$ cat config.mk
export PLATFORM = sky130hd
export DESIGN_NAME = otg_cursor
export DESIGN_NICKNAME = d
export VERILOG_FILES = /design/src/hdl/otg_pkg.sv /design/src/hdl/otg_ram.sv /design/src/hdl/otg_cursor.sv
export SDC_FILE = /design/constraint.sdc
export NUM_CORES = 1
export LEC_CHECK = 0
export ABC_AREA = 0
export BUFFER_PORTS_ARGS = -buffer_cell sky130_fd_sc_hd__buf_4
export CAP_MARGIN = 20
export CORE_MARGIN = 2
export CORE_UTILIZATION = 33
export CTS_CLUSTER_SIZE = 25
export DETAILED_ROUTE_END_ITERATION = 16
export PLACE_DENSITY_LB_ADDON = 0.08
export SYNTH_ARGS = -nofsm -noshare
export SYNTH_HDL_FRONTEND = slang
export SYNTH_SLANG_ARGS = --single-unit
$ cat constraint.sdc
create_clock -name clock -period 9.4 [get_ports clock]
set_clock_uncertainty 0.2 [all_clocks]
set_input_delay 0.47 -clock clock [delete_from_list [all_inputs] [get_ports clock]]
set_output_delay 0.47 -clock clock [all_outputs]
set_load 0.05 [all_outputs]
$ cat src/hdl/otg_pkg.sv
// Shared types, constants and the 6x8 font table for the text glyph emitter.
// Depends on nothing; the files that use it refer to it by scoped names.
`default_nettype none

package otg_pkg;

   // Printable glyph range held by the font table.
   localparam logic [6:0] GLYPH_FIRST = 7'd32;
   localparam logic [6:0] GLYPH_LAST  = 7'd123;

   // Command byte bases.
   localparam logic [7:0] CMD_PAGE   = 8'hB0;
   localparam logic [7:0] CMD_COL_LO = 8'h00;
   localparam logic [7:0] CMD_COL_HI = 8'h10;

   // Page count limits and run shape.
   localparam logic [3:0] PAGES_MIN  = 4'd1;
   localparam logic [3:0] PAGES_MAX  = 4'd8;
   localparam logic [3:0] CMD_BYTES  = 4'd3;
   localparam logic [3:0] LAST_BYTE  = 4'd8;
   localparam logic [7:0] GLYPH_STEP = 8'd6;
   localparam logic [5:0] LINE_STEP  = 6'd8;

   // Cursor as kept in the state memory.
   typedef struct packed {
      logic [7:0] col;
      logic [5:0] row;
   } cursor_type;

   // One character run handed from the cursor stage to the byte emitter.
   typedef struct packed {
      logic [7:0] page_cmd;
      logic [7:0] col_lo_cmd;
      logic [7:0] col_hi_cmd;
      logic [6:0] glyph_idx;
   } job_type;

   // Six glyph columns, first column in the top byte.
   function automatic logic [47:0] font_glyph(input logic [6:0] idx);
      logic [47:0] g;
      begin
         case (idx)
            7'd0:  g = 48'h000000000000;
            7'd1:  g = 48'h0000002f0000;
            7'd2:  g = 48'h000007000700;
            7'd3:  g = 48'h00147f147f14;
            7'd4:  g = 48'h00242a7f2a12;
            7'd5:  g = 48'h006264081323;
            7'd6:  g = 48'h003649552250;
            7'd7:  g = 48'h000005030000;
            7'd8:  g = 48'h00001c224100;
            7'd9:  g = 48'h000041221c00;
            7'd10: g = 48'h0014083E0814;
            7'd11: g = 48'h0008083E0808;
            7'd12: g = 48'h000000A06000;
            7'd13: g = 48'h000808080808;
            7'd14: g = 48'h000060600000;
            7'd15: g = 48'h002010080402;
            7'd16: g = 48'h003E5149453E;
            7'd17: g = 48'h0000427F4000;
            7'd18: g = 48'h004261514946;
            7'd19: g = 48'h002141454B31;
            7'd20: g = 48'h001814127F10;
            7'd21: g = 48'h002745454539;
            7'd22: g = 48'h003C4A494930;
            7'd23: g = 48'h000171090503;
            7'd24: g = 48'h003649494936;
            7'd25: g = 48'h00064949291E;
            7'd26: g = 48'h000036360000;
            7'd27: g = 48'h000056360000;
            7'd28: g = 48'h000814224100;
            7'd29: g = 48'h001414141414;
            7'd30: g = 48'h000041221408;
            7'd31: g = 48'h000201510906;
            7'd32: g = 48'h00324959513E;
            7'd33: g = 48'h007C1211127C;
            7'd34: g = 48'h007F49494936;
            7'd35: g = 48'h003E41414122;
            7'd36: g = 48'h007F4141221C;
            7'd37: g = 48'h007F49494941;
            7'd38: g = 48'h007F09090901;
            7'd39: g = 48'h003E4149497A;
            7'd40: g = 48'h007F0808087F;
            7'd41: g = 48'h0000417F4100;
            7'd42: g = 48'h002040413F01;
            7'd43: g = 48'h007F08142241;
            7'd44: g = 48'h007F40404040;
            7'd45: g = 48'h007F020C027F;
            7'd46: g = 48'h007F0408107F;
            7'd47: g = 48'h003E4141413E;
            7'd48: g = 48'h007F09090906;
            7'd49: g = 48'h003E4151215E;
            7'd50: g = 48'h007F09192946;
            7'd51: g = 48'h004649494931;
            7'd52: g = 48'h0001017F0101;
            7'd53: g = 48'h003F4040403F;
            7'd54: g = 48'h001F2040201F;
            7'd55: g = 48'h003F4038403F;
            7'd56: g = 48'h006314081463;
            7'd57: g = 48'h000708700807;
            7'd58: g = 48'h006151494543;
            7'd59: g = 48'h00007F414100;
            7'd60: g = 48'h00552A552A55;
            7'd61: g = 48'h000041417F00;
            7'd62: g = 48'h000402010204;
            7'd63: g = 48'h004040404040;
            7'd64: g = 48'h000001020400;
            7'd65: g = 48'h002054545478;
            7'd66: g = 48'h007F48444438;
            7'd67: g = 48'h003844444420;
            7'd68: g = 48'h00384444487F;
            7'd69: g = 48'h003854545418;
            7'd70: g = 48'h00087E090102;
            7'd71: g = 48'h0018A4A4A47C;
            7'd72: g = 48'h007F08040478;
            7'd73: g = 48'h0000447D4000;
            7'd74: g = 48'h004080847D00;
            7'd75: g = 48'h007F10284400;
            7'd76: g = 48'h0000417F4000;
            7'd77: g = 48'h007C04180478;
            7'd78: g = 48'h007C08040478;
            7'd79: g = 48'h003844444438;
            7'd80: g = 48'h00FC24242418;
            7'd81: g = 48'h0018242418FC;
            7'd82: g = 48'h007C08040408;
            7'd83: g = 48'h004854545420;
            7'd84: g = 48'h00043F444020;
            7'd85: g = 48'h003C4040207C;
            7'd86: g = 48'h001C2040201C;
            7'd87: g = 48'h003C4030403C;
            7'd88: g = 48'h004428102844;
            7'd89: g = 48'h001CA0A0A07C;
            7'd90: g = 48'h004464544C44;
            7'd91: g = 48'h141414141414;
            default: g = 48'h000000000000;
         endcase
         return g;
      end
   endfunction

endpackage

`default_nettype wire

$ cat src/hdl/otg_ram.sv
// Generic single-port-write, single-port-read RAM with a registered read.
// Depends on nothing.
`default_nettype none

module otg_ram #(
   parameter int WIDTH = 8,
   parameter int DEPTH = 2
) (
   input  wire logic                     clock,
   input  wire logic                     wr_en,
   input  wire logic [$clog2(DEPTH)-1:0] wr_addr,
   input  wire logic [WIDTH-1:0]         wr_data,
   input  wire logic                     rd_en,
   input  wire logic [$clog2(DEPTH)-1:0] rd_addr,
   output logic      [WIDTH-1:0]         rd_data
);

   logic [WIDTH-1:0] mem_ff [DEPTH];
   logic [WIDTH-1:0] rd_data_ff;

   // Write port.
   always_ff @(posedge clock) begin
      if (wr_en) begin
         mem_ff[wr_addr] <= wr_data;
      end
   end

   // Read port; data holds until the next read.
   always_ff @(posedge clock) begin
      if (rd_en) begin
         rd_data_ff <= mem_ff[rd_addr];
      end
   end

   assign rd_data = rd_data_ff;

endmodule

`default_nettype wire

$ cat src/hdl/otg_cursor.sv
// Cursor stage: reads the cursor from the state memory, updates it and writes it back,
// and hands each printable character to the byte emitter. Uses otg_pkg and otg_ram.
`default_nettype none

module otg_cursor #(
   parameter int DISPLAY_COLUMNS = 128,
   parameter int CELLS_PER_LINE  = 21
) (
   input  wire logic             clock,
   input  wire logic             reset,
   input  wire logic [3:0]       page_count,
   input  wire logic             req_valid,
   output logic                  req_ready,
   input  wire logic             req_mode,
   input  wire logic [6:0]       req_code,
   input  wire logic [7:0]       req_cell,
   output logic                  job_valid,
   input  wire logic             job_ready,
   output otg_pkg::job_type      job
);

   localparam int CUR_W = $bits(otg_pkg::cursor_type);

   logic                 init_ff;
   logic                 b_valid_ff, b_valid_in;
   logic                 b_mode_ff;
   logic [6:0]           b_code_ff;
   logic [7:0]           b_cell_ff;

   logic                 accept;
   logic                 b_done;
   logic                 printable;
   logic [3:0]           eff_pages;
   logic [7:0]           total_cells;
   logic [7:0]           cell_clamped;
   logic [7:0]           rem;
   logic [2:0]           quo;
   logic [8:0]           col_sum;
   logic [6:0]           row_sum;
   logic [6:0]           row_limit;
   otg_pkg::cursor_type  cur;
   otg_pkg::cursor_type  cur_next;
   logic                 wr_en;
   logic [CUR_W-1:0]     wr_data;
   logic [CUR_W-1:0]     rd_data;

   // Handshake: one item in the update stage at a time; none during the clearing cycle.
   assign req_ready = !init_ff && !b_valid_ff;
   assign accept    = req_valid && req_ready;

   assign printable = (b_code_ff >= otg_pkg::GLYPH_FIRST) && (b_code_ff <= otg_pkg::GLYPH_LAST);
   assign job_valid = b_valid_ff && !b_mode_ff && printable;
   assign b_done    = b_valid_ff && (!job_valid || job_ready);
   assign b_valid_in = accept ? 1'b1 : (b_done ? 1'b0 : b_valid_ff);

   // Control registers.
   always_ff @(posedge clock) begin
      if (reset) begin
         init_ff    <= 1'b1;
         b_valid_ff <= 1'b0;
      end else begin
         init_ff    <= 1'b0;
         b_valid_ff <= b_valid_in;
      end
   end

   // Item payload held for the update stage.
   always_ff @(posedge clock) begin
      if (accept) begin
         b_mode_ff <= req_mode;
         b_code_ff <= req_code;
         b_cell_ff <= req_cell;
      end
   end

   // State memory holding the cursor in entry zero.
   otg_ram #(
      .WIDTH (CUR_W),
      .DEPTH (2)
   ) u_state_ram (
      .clock   (clock),
      .wr_en   (wr_en),
      .wr_addr (1'b0),
      .wr_data (wr_data),
      .rd_en   (accept),
      .rd_addr (1'b0),
      .rd_data (rd_data)
   );

   assign cur = otg_pkg::cursor_type'(rd_data);

   // Page count, with zero read as one and large values read as eight.
   always_comb begin
      if (page_count < otg_pkg::PAGES_MIN) begin
         eff_pages = otg_pkg::PAGES_MIN;
      end else if (page_count > otg_pkg::PAGES_MAX) begin
         eff_pages = otg_pkg::PAGES_MAX;
      end else begin
         eff_pages = page_count;
      end
   end

   // Cursor set: clamp the cell, then split it into line and cell within the line.
   always_comb begin
      total_cells  = 8'(CELLS_PER_LINE) * {4'b0000, eff_pages};
      cell_clamped = (b_cell_ff >= total_cells) ? total_cells - 8'd1 : b_cell_ff;
      rem = cell_clamped;
      quo = 3'b000;
      for (int k = 2; k >= 0; k--) begin
         if ({1'b0, rem} >= 9'(CELLS_PER_LINE << k)) begin
            rem    = rem - 8'(CELLS_PER_LINE << k);
            quo[k] = 1'b1;
         end
      end
   end

   // Cursor set, or character advance with line and page wrap.
   assign col_sum   = {1'b0, cur.col} + {1'b0, otg_pkg::GLYPH_STEP};
   assign row_sum   = {1'b0, cur.row} + {1'b0, otg_pkg::LINE_STEP};
   assign row_limit = {eff_pages, 3'b000};

   always_comb begin
      cur_next = cur;
      if (b_mode_ff) begin
         cur_next.col = (rem << 2) + (rem << 1);
         cur_next.row = {quo, 3'b000};
      end else if (col_sum >= 9'(DISPLAY_COLUMNS)) begin
         cur_next.col = 8'd0;
         cur_next.row = (row_sum >= row_limit) ? 6'd0 : row_sum[5:0];
      end else begin
         cur_next.col = col_sum[7:0];
      end
   end

   // Write back: zero once after reset, then the updated cursor.
   assign wr_en   = init_ff || (b_done && (b_mode_ff || printable));
   assign wr_data = init_ff ? '0 : CUR_W'(cur_next);

   // Command bytes and glyph index for the emitter.
   always_comb begin
      job.page_cmd   = otg_pkg::CMD_PAGE + {5'b00000, cur.row[5:3]};
      job.col_lo_cmd = otg_pkg::CMD_COL_LO + {4'b0000, cur.col[3:0]};
      job.col_hi_cmd = otg_pkg::CMD_COL_HI + {4'b0000, cur.col[7:4]};
      job.glyph_idx  = b_code_ff - otg_pkg::GLYPH_FIRST;
   end

endmodule

`default_nettype wire

Yosys cells after proc, flatten, opt, wreduce, memory -nomap -nowiden
Memory sizes are Yosys's and may differ from the RTL's. A register that Yosys moved wholly into a read port is not among the register bits. Index checks and enable logic that the tools add are counted.

Memories: 1. Input bits: 24. Output and inout port bits: 33. Memory bits (writable): 28. Register bits after elaboration: 18. Word-level logic and storage cells: 61.

Memory list: u_state_ram.mem_ff (depth 2, bits a word 14, read ports 1, clocked after memory_dff 1, wr ports 1, RTL line otg_ram.sv:18) `logic [WIDTH-1:0] mem_ff [DEPTH];`.

Magnitude comparators: 10. Add/subtract/negate cells: 10. Reduce and logical (&&, ||, !) cells: 15. Muxes and demuxes: 19. Multipliers: 1.

Operator list (number): 2-to-1 mux 8 bit (4); 2-to-1 mux 14 bit (2); 2-to-1 mux 6 bit (2); adder 8 x 3 -> 9 bit, second input constant (1); greater-or-equal comparator 9 x 8 -> 1 bit, second input constant (1); adder 8 x 3 -> 8 bit, first input constant (1); adder 8 bit (1); greater-or-equal comparator 8 x 5 -> 1 bit, second input constant (1); greater-or-equal comparator 8 x 6 -> 1 bit, second input constant (1); greater-or-equal comparator 8 x 7 -> 1 bit, second input constant (1); greater-or-equal comparator 8 bit (1); multiplier 5 x 4 -> 8 bit, first input constant (1); 2-to-1 mux 1 bit (8); 2-to-1 mux 4 bit (2); subtractor 8 x 1 -> 8 bit, second input constant (1); subtractor 8 x 6 -> 8 bit, second input constant (1); subtractor 8 x 7 -> 8 bit, second input constant (1); adder 6 x 4 -> 7 bit, second input constant (1); greater-or-equal comparator 7 x 6 -> 1 bit, second input constant (1); greater-or-equal comparator 7 bit (1); <= comparator 7 bit, second input constant (1); logical AND 1 bit (7); 2-to-1 mux 7 bit (1); subtractor 7 x 5 -> 7 bit, second input constant (1); other kinds (7) (12).

Depth between registers and ports, before layout
Depth in word-level cells: 15. Mapped depth: 39. Depth with buffers taken out: 37.

Modules after synthesis
Synthesis repeated with hierarchy kept, for this count alone.

Cell total of the unflattened synthesis: 473. Area, all modules: 4903.5 sq um.

Modules (own cells, without submodules): otg_cursor (cells each 414, area an instance 3460.8 sq um, sequential area each 520.5 sq um, times used 1); otg_ram (cells each 59, area an instance 1442.6 sq um, sequential area each 1261.2 sq um, times used 1).

Worst setup path before layout
Ideal clock, no wire load.

Path type: in2reg. Start: input port page_count[3]. End: memory u_state_ram.mem_ff[0][13] (netlist bit) (data pin). Library setup time: 0.262 ns. Slack: 1.424 ns. Cell stages on the path: 39. Required time: 8.938 ns. Arrival time: 7.514 ns. Path buffers: 4. Cell sequence: clkbuf_1 clkbuf_1 ha_1 inv_1 fa_1 inv_1 ha_1 inv_1 ha_1 a21o_1 a21oi_1 o21ai_1 a311o_2 buf_6 buf_6 a311oi_1 o31ai_1 o2bb2ai_2 [3 not listed] ha_1 nand2_1 a21oi_1 a2111oi_1 o32ai_1 a21oi_2 a22oi_4 a21oi_1 xor2_1 ha_1 a21o_1 a21oi_1 o21bai_1 a21oi_1 xnor2_1 xnor2_1 o21ai_1 nor3b_2.

Word-level cells in the longest chain between the ends: 15. Elaborated cells on any way between the ends: 20. Classes of those cells: add/sub: 5; mul: 1; order compare: 6; mux: 8.

RTL lines: from (decl) (RTL line otg_cursor.sv:11) `input wire logic [3:0] page_count,`; greater-than comparator 4 bit (RTL line otg_cursor.sv:96) `end else if (page_count > otg_pkg::PAGES_MAX) begin`; 2-to-1 mux 4 bit (RTL line otg_cursor.sv:96); 2-to-1 mux 4 bit * (RTL line otg_cursor.sv:94) `if (page_count < otg_pkg::PAGES_MIN) begin`; multiplier 5 x 4 -> 8 bit * (RTL line otg_cursor.sv:105) `total_cells = 8'(CELLS_PER_LINE) * {4'b0000, eff_pages};`; subtractor 8 x 1 -> 8 bit or greater-or-equal comparator 8 bit (tied branches) (RTL line otg_cursor.sv:106) `cell_clamped = (b_cell_ff >= total_cells) ? total_cells - 8'd1 : b_cell_ff;`; 2-to-1 mux 8 bit * (RTL line otg_cursor.sv:106); subtractor 8 x 7 -> 8 bit or greater-or-equal comparator 8 x 7 -> 1 bit (tied branches) (RTL line otg_cursor.sv:111, otg_cursor.sv:110); 2-to-1 mux 8 bit * (RTL line otg_cursor.sv:110) `if ({1'b0, rem} >= 9'(CELLS_PER_LINE << k)) begin`; subtractor 8 x 6 -> 8 bit or greater-or-equal comparator 8 x 6 -> 1 bit (tied branches) (RTL line otg_cursor.sv:111, otg_cursor.sv:110); 2-to-1 mux 8 bit * (RTL line otg_cursor.sv:110); subtractor 7 x 5 -> 7 bit or greater-or-equal comparator 8 x 5 -> 1 bit (tied branches) (RTL line otg_cursor.sv:111, otg_cursor.sv:110); 2-to-1 mux 7 bit * (RTL line otg_cursor.sv:110); adder 8 bit * (RTL line otg_cursor.sv:125) `cur_next.col = (rem << 2) + (rem << 1);`; 2-to-1 mux 14 bit * (RTL line otg_cursor.sv:124) `if (b_mode_ff) begin`; 2-to-1 mux 14 bit * (RTL line otg_cursor.sv:137) `assign wr_data = init_ff ? '0 : CUR_W'(cur_next);`; to (decl) (RTL line otg_ram.sv:18).

Mark *: on every way between the ends. The rest lies on a longest branch, timed or not.

Final worst setup path
Same ends and word-level chain as after synthesis.

==> results.toml <==
[timing]
rsz0062_at_grt = "no"
finalSetupViolCount = 0
min_period_ns = 8.59
maxSlewHeadroom_pct = 58.1
final_hold_viol_count = 0
tightest_slew_ns = 0.612
fmax_mhz = 116
maxSlewViolCount = 0
tns_ns = 0
period_share_pct = 91.4

[cts]
cts_htree_levels = 2
cts_hold_buf = 0
cts_resized = 0
clkTransAtPathRegs_ns = 0.07
cts_made_buffers = 5
cts-root-buf = "clkbuf_16"
cts_buffer_depth = 2
cts_tree = "done"
cts_setup_buffers = 0
cts.sinks = 46
clk_latency_ns = 0.29

[synth]
synth_compound_area_share_pct = 19.7
synth.top_cells.by_area = "edfxtp_1 (33%), ha_1 (9.0%), buf_4 (5.4%)"
synth_ff_type = "edfxtp_1"
yosys.area_share.adder_pct = 10.0
yosys.area_share.simple_pct = 15.2
yosysTopAreaCell = "edfxtp_1"
synth_top_family_by_area = "compound AO/OA/AOI/OAI gates"
synthesis.area_um2 = 4010
ys_async_sr_fraction_pct = 0
syn_area_per_cell_um2 = 9.74
synthXorXnorAreaFrac_pct = 5.64
synth_mux_area_share_pct = 5.55
ys_warn_count = 0
ys_types = 82
synth-edff-count = 44
ys_seq_elements = 46
synth_common_cells = "edfxtp_1 (44), inv_1 (30), buf_4 (29), ha_1 (29), nor2_1 (28)"
yosysMostFrequentCell = "edfxtp_1"
synth_top_area_share_pct = 32.9
synth_cells = 412
seq_area_frac_synth_pct = 33.9

[drt]
drc_errors = 0
dr.first_iter.drc_count = 164
wl_um = 9550
via_count = 3094
vias_per_cell = 5.28
ant_nets = 0
avgRoutedWirePerCell_um = 16.3
first_pass_iters = 4

[placement]
placed_area_um2 = 4330
place_inst = 578
portBuffers = 43
finalWeightedCongestion = 0.865
hpwl_um = 7250

[worst_setup_path]
critPathLaunchType = "input pin"
cpMostUsedCell = "ha_1"
slowest_delay_ns = 0.63
cp-end-kind = "flop"
crit_type = "input pin to flop"
critical_path_arrival_ns = 8.44
cp_slowest_cell = "a311o_2"
crit_fanout = 22
required_ns = 9.24

[die]
rows = 40
io_pins = 57
dieArea_um2 = 13100
fp.dieW_um = 114
coreArea_um2 = 12000
floorplan.initialDensity_pct = 33.6
die-height_um = 114

[pwr]
irDropWorstVdd_uv = 146
powerDensity_nw_per_um2 = 270
finalPower_mw = 1.21
leakage_nw = 1.85

[grt]
grt_pass1_vias = 2942
globalRouteOverflowTotal = 0
antenna_found_initial = 0
grt_usage_pct = 15.3
grt_max_degree = 32
grt_pass1_wl_um = 15600

[finish]
final_net_count = 493
fin_cells = 586
multiInputGateArea_um2 = 2300
seqCellArea_um2 = 1360
fin_util_pct = 37.4
fill_cells = 1192
drive_gt1_share_pct = 19.6
fin_area_um2 = 4470
areaGrowthSynthToFinish_pct = 11.4
diodes = 0

[run_status]
status = "complete, no violations"

[job]
drv_cap = 0

[hold_path]
hold_path.class = "input pin to flop"
-- layout make-up --
type / instances / share of cell area (%)
clock inverters: 3 / 0.476
multi-input cells: 306 / 51.4
well taps: 147 / 4.11
inverters: 30 / 2.52
clock buffers: 5 / 2.80
repair buffers: 49 / 8.22
flip-flops and latches: 46 / 30.4
-- path summary, 6_finish.rpt --
path	startpoint	slack [ns]	endpoint	depth (start not counted)
hold / removal	reset	0.09	init_ff$_DFF_P_	1
setup / recovery	page_count[3]	0.81	u_state_ram.mem_ff[0][13]$_SDFFCE_PP0P_	38
setup reg to reg	b_cell_ff[2]$_DFFE_PP_	2.04	u_state_ram.mem_ff[0][13]$_SDFFCE_PP0P_	30
hold reg to reg	u_state_ram.mem_ff[0][9]$_SDFFCE_PP0P_	0.22	u_state_ram.rd_data[9]$_DFFE_PP_	0
-- critical path, delay by kind of cell --
kind	cells	cell delay, ns
buffers and inverters	5	0.65
and+or+nand+nor	6	1.10
muxes	1	0.19
xor gates and xnor gates	3	0.50
AOI/OAI and AO/OA	17	3.56
adders and majority gates	6	1.97
-- routing by layer --
layer  GRT usage (%)  part of all wire [%]  wire length [um]
met3            2.81                   3.9               372
met1            21.6                    50              4760
met4            3.98                   1.3               124
met2            24.2                    45              4290
met5               0                     0                 0
-- kinds of logic after synthesis --
logic type	Yosys count
xor+xnor	25
fa+ha+maj	31
simple gates	111
compound gates	106
other cells	2
flops	46
mux	20
buf+inv	71
-- cell usage in the layout, fill, tap and decap left out, drive strengths merged, types with 3 or more instances in the layout --
master	count
inv	30
edfxtp	44
mux2	9
nand3	12
a22oi	3
o22ai	4
conb	13
nand2b	4
o31ai	4
nor3b	4
o32ai	3
nor4	4
nor2b	4
nand2	18
a31oi	5
nor2	28
ha	29
buf	49
or2	4
mux2i	11
and2	5
xor2	9
a21o	8
o211ai	3
and3	3
o21ai	20
xnor2	16
a21oi	27
clkbuf	5
nor3	14
o41ai	3
-- per-stage QoR --
step / hold slack (ns) / setup slack (ns)
after floorplan: 0.200 / 1.42
after global placement: 0.201 / 0.631
after detailed placement: 0.205 / 0.515
after CTS: 0.0776 / 0.813
after global routing: 0.0794 / 0.0685
final: 0.0912 / 0.809
-- sequential cells by signal, indices dropped and copies added (netlist names) --
| name | flops |
|---|---|
| b_cell_ff | 8 |
| b_code_ff | 7 |
| b_mode_ff | 1 |
| b_valid_ff | 1 |
| init_ff | 1 |
| u_state_ram.mem_ff | 14 |
| u_state_ram.rd_data | 14 |
-- power breakdown --
part / internal (mW) / switching, mW / leakage, nW
registers: 0.265 / 0.0146 / 0.440
logic: 0.312 / 0.434 / 1.34
clock network: 0.0986 / 0.0816 / 0.0698
total: 0.676 / 0.531 / 1.85
No activity file was read; power rests on OpenSTA's default activity.
